<file path="config.mk">
export PLATFORM = sky130hd
export DESIGN_NAME = ugcc_ctrl
export DESIGN_NICKNAME = d
export VERILOG_FILES = /design/src/hdl/ugcc_pkg.sv /design/src/hdl/ugcc_ctrl.sv
export SDC_FILE = /design/constraint.sdc
export NUM_CORES = 1
export LEC_CHECK = 0
export BUFFER_PORTS_ARGS = -buffer_cell sky130_fd_sc_hd__buf_2
export CAP_MARGIN = 10
export CORE_UTILIZATION = 39
export CTS_BUF_LIST = sky130_fd_sc_hd__clkbuf_4 sky130_fd_sc_hd__clkbuf_8 sky130_fd_sc_hd__clkbuf_16
export CTS_CLUSTER_DIAMETER = 120
export DETAILED_ROUTE_END_ITERATION = 10
export GPL_TIMING_DRIVEN = 0
export PLACE_DENSITY = 0.7
export SLEW_MARGIN = 10
export SYNTH_ARGS = -nofsm -noshare
export SYNTH_HDL_FRONTEND = slang
export SYNTH_SLANG_ARGS = --single-unit
export TNS_END_PERCENT = 1
</file>
<file path="constraint.sdc">
create_clock -name clk -period 1.5 [get_ports clk]
set_input_delay 0.3 -clock clk [delete_from_list [all_inputs] [get_ports clk]]
set_output_delay 0.3 -clock clk [all_outputs]
set_load 0.005 [all_outputs]
</file>
<file path="src/hdl/ugcc_pkg.sv">
// Shared types, constants and helpers for the undirected graph cycle checker.
// Used by ugcc_ctrl, ugcc_datapath and undirected_graph_cycle_check_top.
package ugcc_pkg;

	localparam int VTX_SLOTS    = 64;
	localparam int VTX_W        = 7;
	localparam int IDX_W        = $clog2(VTX_SLOTS);
	localparam int DATA_W       = 32;
	localparam int ADDR_W       = 3;

	typedef logic [VTX_W-1:0]        vtx_t;
	typedef logic [IDX_W-1:0]        idx_t;
	typedef logic [VTX_SLOTS-1:0]    row_t;

	localparam vtx_t MAX_VTX     = vtx_t'(VTX_SLOTS);
	localparam idx_t STACK_TOP   = idx_t'(VTX_SLOTS - 1);
	localparam vtx_t VC_RESET    = vtx_t'(64);

	localparam logic [1:0] COLOR_WHITE = 2'd0;
	localparam logic [1:0] COLOR_BLACK = 2'd1;
	localparam logic [1:0] COLOR_GRAY  = 2'd2;

	localparam logic [1:0] FUNC_CLEAR = 2'd0;
	localparam logic [1:0] FUNC_ADD   = 2'd1;
	localparam logic [1:0] FUNC_CHECK = 2'd2;

	localparam logic [ADDR_W-3:0] REG_VERTEX_COUNT = '0;

	typedef struct packed {
		vtx_t vtx;
		vtx_t parent;
		vtx_t next;
	} frame_t;

	typedef struct packed {
		logic latch_in;
		logic clr_rows;
		logic row_rd_x;
		logic row_wr_x;
		logic row_rd_y;
		logic row_wr_y;
		logic chk_init;
		logic color_rd_root;
		logic root_start;
		logic root_next;
		logic row_load;
		logic scan_adv;
		logic color_rd_y;
		logic pop_black;
		logic stack_rd;
		logic pop_load;
		logic push;
		logic found_set;
		logic res_load;
	} ugcc_cmd_t;

	typedef struct packed {
		logic range_ok;
		logic n_zero;
		logic root_over;
		logic y_over;
		logic y_skip;
		logic y_parent;
		logic col_white;
		logic col_gray;
		logic stk_full;
		logic sp_zero;
		logic out_free;
	} ugcc_sts_t;

	function automatic idx_t vtx_to_idx(input vtx_t v);
		return idx_t'(v - vtx_t'(1));
	endfunction

endpackage

</file>
<file path="src/hdl/ugcc_ctrl.sv">
// Sequencer for the cycle checker: edge updates and the depth-first walk.
// Depends on ugcc_pkg; drives ugcc_datapath through command/status structs.
module ugcc_ctrl (
	input  logic                clk,
	input  logic                arst_n,
	input  logic                in_valid,
	output logic                in_stall,
	input  logic [1:0]          func,
	input  ugcc_pkg::ugcc_sts_t sts,
	output ugcc_pkg::ugcc_cmd_t cmd
);
	import ugcc_pkg::*;

	localparam logic [3:0] ST_IDLE     = 4'd0;
	localparam logic [3:0] ST_ADD_RX   = 4'd1;
	localparam logic [3:0] ST_ADD_WX   = 4'd2;
	localparam logic [3:0] ST_ADD_RY   = 4'd3;
	localparam logic [3:0] ST_ADD_WY   = 4'd4;
	localparam logic [3:0] ST_ROOT_RD  = 4'd5;
	localparam logic [3:0] ST_ROOT_CHK = 4'd6;
	localparam logic [3:0] ST_ROW_WAIT = 4'd7;
	localparam logic [3:0] ST_SCAN     = 4'd8;
	localparam logic [3:0] ST_COL_WAIT = 4'd9;
	localparam logic [3:0] ST_POP_WAIT = 4'd10;
	localparam logic [3:0] ST_RESULT   = 4'd11;

	logic [3:0] state_q;
	logic [3:0] state_d;

	assign in_stall = (state_q != ST_IDLE);

	always_comb begin
		cmd     = '0;
		state_d = state_q;
		unique case (state_q)
			ST_IDLE: begin
				if (in_valid) begin
					unique case (func)
						FUNC_CLEAR: cmd.clr_rows = 1'b1;
						FUNC_ADD: begin
							if (sts.range_ok) begin
								cmd.latch_in = 1'b1;
								state_d      = ST_ADD_RX;
							end
						end
						FUNC_CHECK: begin
							cmd.chk_init = 1'b1;
							state_d      = sts.n_zero ? ST_RESULT : ST_ROOT_RD;
						end
						default: ;
					endcase
				end
			end
			ST_ADD_RX: begin
				cmd.row_rd_x = 1'b1;
				state_d      = ST_ADD_WX;
			end
			ST_ADD_WX: begin
				cmd.row_wr_x = 1'b1;
				state_d      = ST_ADD_RY;
			end
			ST_ADD_RY: begin
				cmd.row_rd_y = 1'b1;
				state_d      = ST_ADD_WY;
			end
			ST_ADD_WY: begin
				cmd.row_wr_y = 1'b1;
				state_d      = ST_IDLE;
			end
			ST_ROOT_RD: begin
				if (sts.root_over) begin
					state_d = ST_RESULT;
				end else begin
					cmd.color_rd_root = 1'b1;
					state_d           = ST_ROOT_CHK;
				end
			end
			ST_ROOT_CHK: begin
				if (sts.col_white) begin
					cmd.root_start = 1'b1;
					state_d        = ST_ROW_WAIT;
				end else begin
					cmd.root_next = 1'b1;
					state_d       = ST_ROOT_RD;
				end
			end
			ST_ROW_WAIT: begin
				cmd.row_load = 1'b1;
				state_d      = ST_SCAN;
			end
			ST_SCAN: begin
				priority if (sts.y_over) begin
					cmd.pop_black = 1'b1;
					if (sts.sp_zero) begin
						cmd.root_next = 1'b1;
						state_d       = ST_ROOT_RD;
					end else begin
						cmd.stack_rd = 1'b1;
						state_d      = ST_POP_WAIT;
					end
				end else if (sts.y_skip || sts.y_parent) begin
					cmd.scan_adv = 1'b1;
				end else begin
					cmd.scan_adv   = 1'b1;
					cmd.color_rd_y = 1'b1;
					state_d        = ST_COL_WAIT;
				end
			end
			ST_COL_WAIT: begin
				priority if (sts.col_gray) begin
					cmd.found_set = 1'b1;
					state_d       = ST_RESULT;
				end else if (sts.col_white && !sts.stk_full) begin
					cmd.push = 1'b1;
					state_d  = ST_ROW_WAIT;
				end else begin
					state_d = ST_SCAN;
				end
			end
			ST_POP_WAIT: begin
				cmd.pop_load = 1'b1;
				state_d      = ST_ROW_WAIT;
			end
			ST_RESULT: begin
				if (sts.out_free) begin
					cmd.res_load = 1'b1;
					state_d      = ST_IDLE;
				end
			end
			default: state_d = ST_IDLE;
		endcase
	end

	always_ff @(posedge clk or negedge arst_n) begin
		if (!arst_n) begin
			state_q <= ST_IDLE;
		end else begin
			state_q <= state_d;
		end
	end

endmodule

</file>
* Word-level counts from Yosys, hierarchy flattened
Cells that the tools add are included.
** Word-level totals
- Output and inout port bits :: 20
- Logic and storage cells :: 72
- Register bits after elaboration :: 4
** Operators by class
- Reductions and logical operators :: 7
- Equal/unequal tests :: 18
- Mux-type cells :: 46
** Operators by type and width (number)
- two-way mux 4 bit :: 11
- case mux 4 bit (11 select lines) :: 1
- two-way mux 1 bit :: 26
- equality test 4 x 3 -> 1 bit, second input constant :: 4
- equality test 4 bit, second input constant :: 4
- two-way mux 2 bit :: 6
- equality test 4 x 2 -> 1 bit, second input constant :: 2
- case mux 4 bit (2 select lines) :: 1
- != test 3 bit, second input constant :: 2
- AND reduction 5 bit :: 1
- equality test 4 x 1 -> 1 bit, second input constant :: 1
- logical NOT 4 bit :: 1
- != test 2 bit, second input constant :: 2
- nonzero test 4 bit :: 1
- != test 3 x 1 -> 1 bit, second input constant :: 1
- equality test 2 x 1 -> 1 bit, second input constant :: 1
- equality test 2 bit, second input constant :: 1
- logical NOT 2 bit :: 1
- case mux 1 bit (2 select lines) :: 1
- logical AND 1 bit :: 1
- logical NOT 1 bit :: 1
- logical OR 1 bit :: 1

* Depth between registers and ports, before layout
- Depth in word-level cells :: 5
- Gate-level depth with buffers :: 6
- Gate-level depth less buffers :: 6

* Worst setup path before layout
OpenSTA, ideal clock, no wires.
- Path kind :: register -> register
- Start point :: register state_q[0]
- End point :: register state_q[1]
- Arrival :: 1.442 ns
- Setup time :: 0.126 ns
- Setup slack :: -0.068 ns
- Data required time :: 1.374 ns
- Cell stages (with the launch flop) :: 6
- Period minus slack after synthesis :: 1.568 ns
- Cells stage by stage :: dfrtp_1 > buf_6 > or4b_4 > nor3_4 > a21oi_2 > o32a_1
** On the way
- Word-level cells in the longest chain between the ends :: 3
** RTL lines
- start: declaration :: RTL line ugcc_ctrl.sv:27 : logic [3:0] state_q;
- start signal: assignment :: RTL line ugcc_ctrl.sv:138 : state_q <= state_d;
- equality test 4 bit / logical NOT 4 bit (equally long branches) :: RTL line ugcc_ctrl.sv:35 : unique case (state_q)
- != test 3 bit (no source line) (tied with other cells)
- AND reduction 5 bit (no source line)
Several ways; a longest one is shown, not always the timed one.
A chain may end at the register's enable or synchronous reset.

==> flow_summary_export.csv <==
group,metric,value,unit
hold_path,hold_path_class,"in2async",
logic_synthesis,syn_area,677,um^2
logic_synthesis,syn_nets,117,
detailed_routing,avgViaCountPerCell,5.77,
detailed_routing,drtPass1Iterations,7,
final_layout,fin_cells,154,
logic_synthesis,avgSynthCellArea,6.91,um^2
timing,period_share,1.25,
placement,dp.cells,149,
global_routing,grt_overflow,0,
clock_network,cts-root-buf,"clkbuf_4",
final_layout,stdcell_area,977,um^2
final_layout,syn_to_final_growth,44.4,%
final_layout,diodes,0,
timing,maxSlewViolCount,0,
final_layout,layout_commonest_cell,"buf_2",
final_layout,top_regs,"state_q x4",
placement,place_area,872,um^2
die,die_y,43.7,um
timing,worst_pin_slew,0.424,ns
die,fp.dieW,43.7,um
placement,gp_congestion,0.892,
setup_path,end_kind,"output port",
clock_network,cts_max_level,1,
setup_path,worstSetupPathType,"reg2out",
setup_path,r2r_cells,6,
logic_synthesis,ys_ff_latch,4,
logic_synthesis,synth_edf_count,0,
die,die_area,0.00191,mm^2
setup_path,r2r-end,"state_q[1]",
placement,numPortBuffers,35,
final_layout,largest_register_ffs,4,
pwr,power.leakage,0.495,nW
die,rows,14,
final_layout,top_register,"state_q",
pwr,power,1.51,mW
run,cap_violations,0,
placement,post-place-ws,-0.174,ns
global_routing,grt_usage,0.241,
detailed_routing,drcViolationCount,2,
detailed_routing,avgRoutedWirePerCell,13.4,um
timing,final-hold-violation-count,0,
final_layout,drive_gt1_frac,0.420,
die,ios,36,
pwr,irDropWorstVdd,0.732,mV
outcome,violations,"design-rule violations, negative setup slack",
setup_path,r2r-start,"state_q[0]",
detailed_routing,ant_nets,0,
timing,slew_headroom,0.715,
die,core-area,0.00156,mm^2
clock_network,numClockSinks,4,
timing,finalCriticalPeriod,1.87,ns
global_routing,grt_pass1_wl,3370,um
pwr,p_per_area,1540,mW/mm^2
logic_synthesis,synth.distinct_cells,38,
setup_path,crit_required,1.20,ns
clock_network,cts_buffer_depth,2,
clock_network,clk_pin_slew,0.05,ns
global_routing,grt_pass1_vias,791,
setup_path,r2r_slack,-0.24,ns
setup_path,cp_max_fo,10,
placement,hpwl,1520,um
global_routing,grt_max_degree,11,
global_routing,antenna_found_initial,0,
logic_synthesis,syn_inst,98,
logic_synthesis,ys.flop_type,"dfrtp_1",
outcome,outcome,"finished with violations",
timing,fin_worst_skew,0.0105,ns
final_layout,mostFrequentLayoutCells,"buf_2, nor2_1, nor3_1, nand2_1",
clock_network,cts_made_buffers,3,
timing,rsz0062_at_grt,"true",
detailed_routing,drt-initial-drc-count,19,
timing,setup_violations,23,
logic_synthesis,ys_seq_area_frac,0.148,
detailed_routing,drt_wl_total,2070,um
logic_synthesis,synthArstFlopShare,1.00,
timing,max_freq,0.534,GHz
setup_path,start_kind,"register",
die,initial_core_util,0.434,
detailed_routing,num_vias,889,
final_layout,nNetsFinal,159,
clock_network,cts_tree,"yes",
setup_path,worstPathArrival,1.57,ns
timing,setup_slack,-0.373,ns
timing,holdWs,0.409,ns
logic_synthesis,yosysWarnings,0,
clock_network,clock_latency,0.25,ns
worst max-delay path by stage:
stage,start,to,slack (ns),cells past startpoint
after detailed placement,state_q[0],cmd[6],-0.17,4
after global routing,state_q[0],cmd[6],-0.44,4
after global placement,state_q[0],cmd[6],-0.17,4
final,state_q[0],cmd[6],-0.37,4
after floorplan,state_q[0],state_q[1],-0.07,5
after CTS,state_q[0],cmd[6],-0.45,4
layer usage:
layer | vias up | wire, um | global-route usage
li1 | 434 | - | -
met1 | 406 | 871 | 0.292
met2 | 43 | 1010 | 0.394
met3 | 6 | 148 | 0.0583
met4 | 0 | 38 | 0.125
met5 | - | 0 | 0
through the flow:
step / utilization / TNS, ns
2_1_floorplan: - / -0.185
3_3_place_gp: 0.559 / -1.28
3_5_place_dp: 0.559 / -1.39
4_1_cts: 0.597 / -4.44
5_1_grt: 0.627 / -5.73
6_report: 0.627 / -3.86
worst max-delay path, stage by stage (launching register included):
cell     delay [ns]
dfrtp_1        0.36
buf_6          0.14
or4b_4         0.53
nor4_4         0.14
buf_2          0.15
Yosys cell counts (all sizes together) (2+ instances only):
cell / instances / area, um^2
and3: 5 / 31.3
clkbuf: 2 / 7.51
nand2: 8 / 30.0
dfrtp: 4 / 100
a21oi: 4 / 23.8
nor4: 2 / 18.8
a31oi: 2 / 12.5
nor3: 9 / 56.3
nor2: 14 / 52.6
ha: 3 / 37.5
o21ai: 4 / 20.0
nand3: 2 / 10.0
inv: 6 / 22.5
nor2b: 5 / 31.3
buf: 4 / 26.3
nand2b: 6 / 37.5
cells by family (layout without fill, tap and decap cells):
kind of cell,Yosys count,in the layout,synth area share
compound gates,22,22,0.238
fa+ha+maj,3,3,0.0555
buf+inv,12,52,0.0832
flops,4,4,0.148
mux,1,1,0.0148
simple gates,56,56,0.460
final cells by class:
cell class	count	area [um^2]
tap	16	20.0
sequential	4	101
fill	150	582
inverter	6	22.5
multi-input combinational	82	564
buffer	6	53.8
timing repair buffer	37	193
clock buffer	3	22.5
power breakdown:
| group | internal (mW) | switching (mW) |
|---|---|---|
| registers | 0.160 | 0.0460 |
| logic | 0.523 | 0.633 |
| clock network | 0.0903 | 0.0557 |
what timing repair did:
action,in CTS,in global routing
gates resized for setup,8,12
pin swaps,2,1
hold endpoints to repair,4,0
endpoints found under the setup margin,23,24
buffers inserted,0,1
hold buffers,1,0
Note: power is estimated with default switching activity, not from simulation.
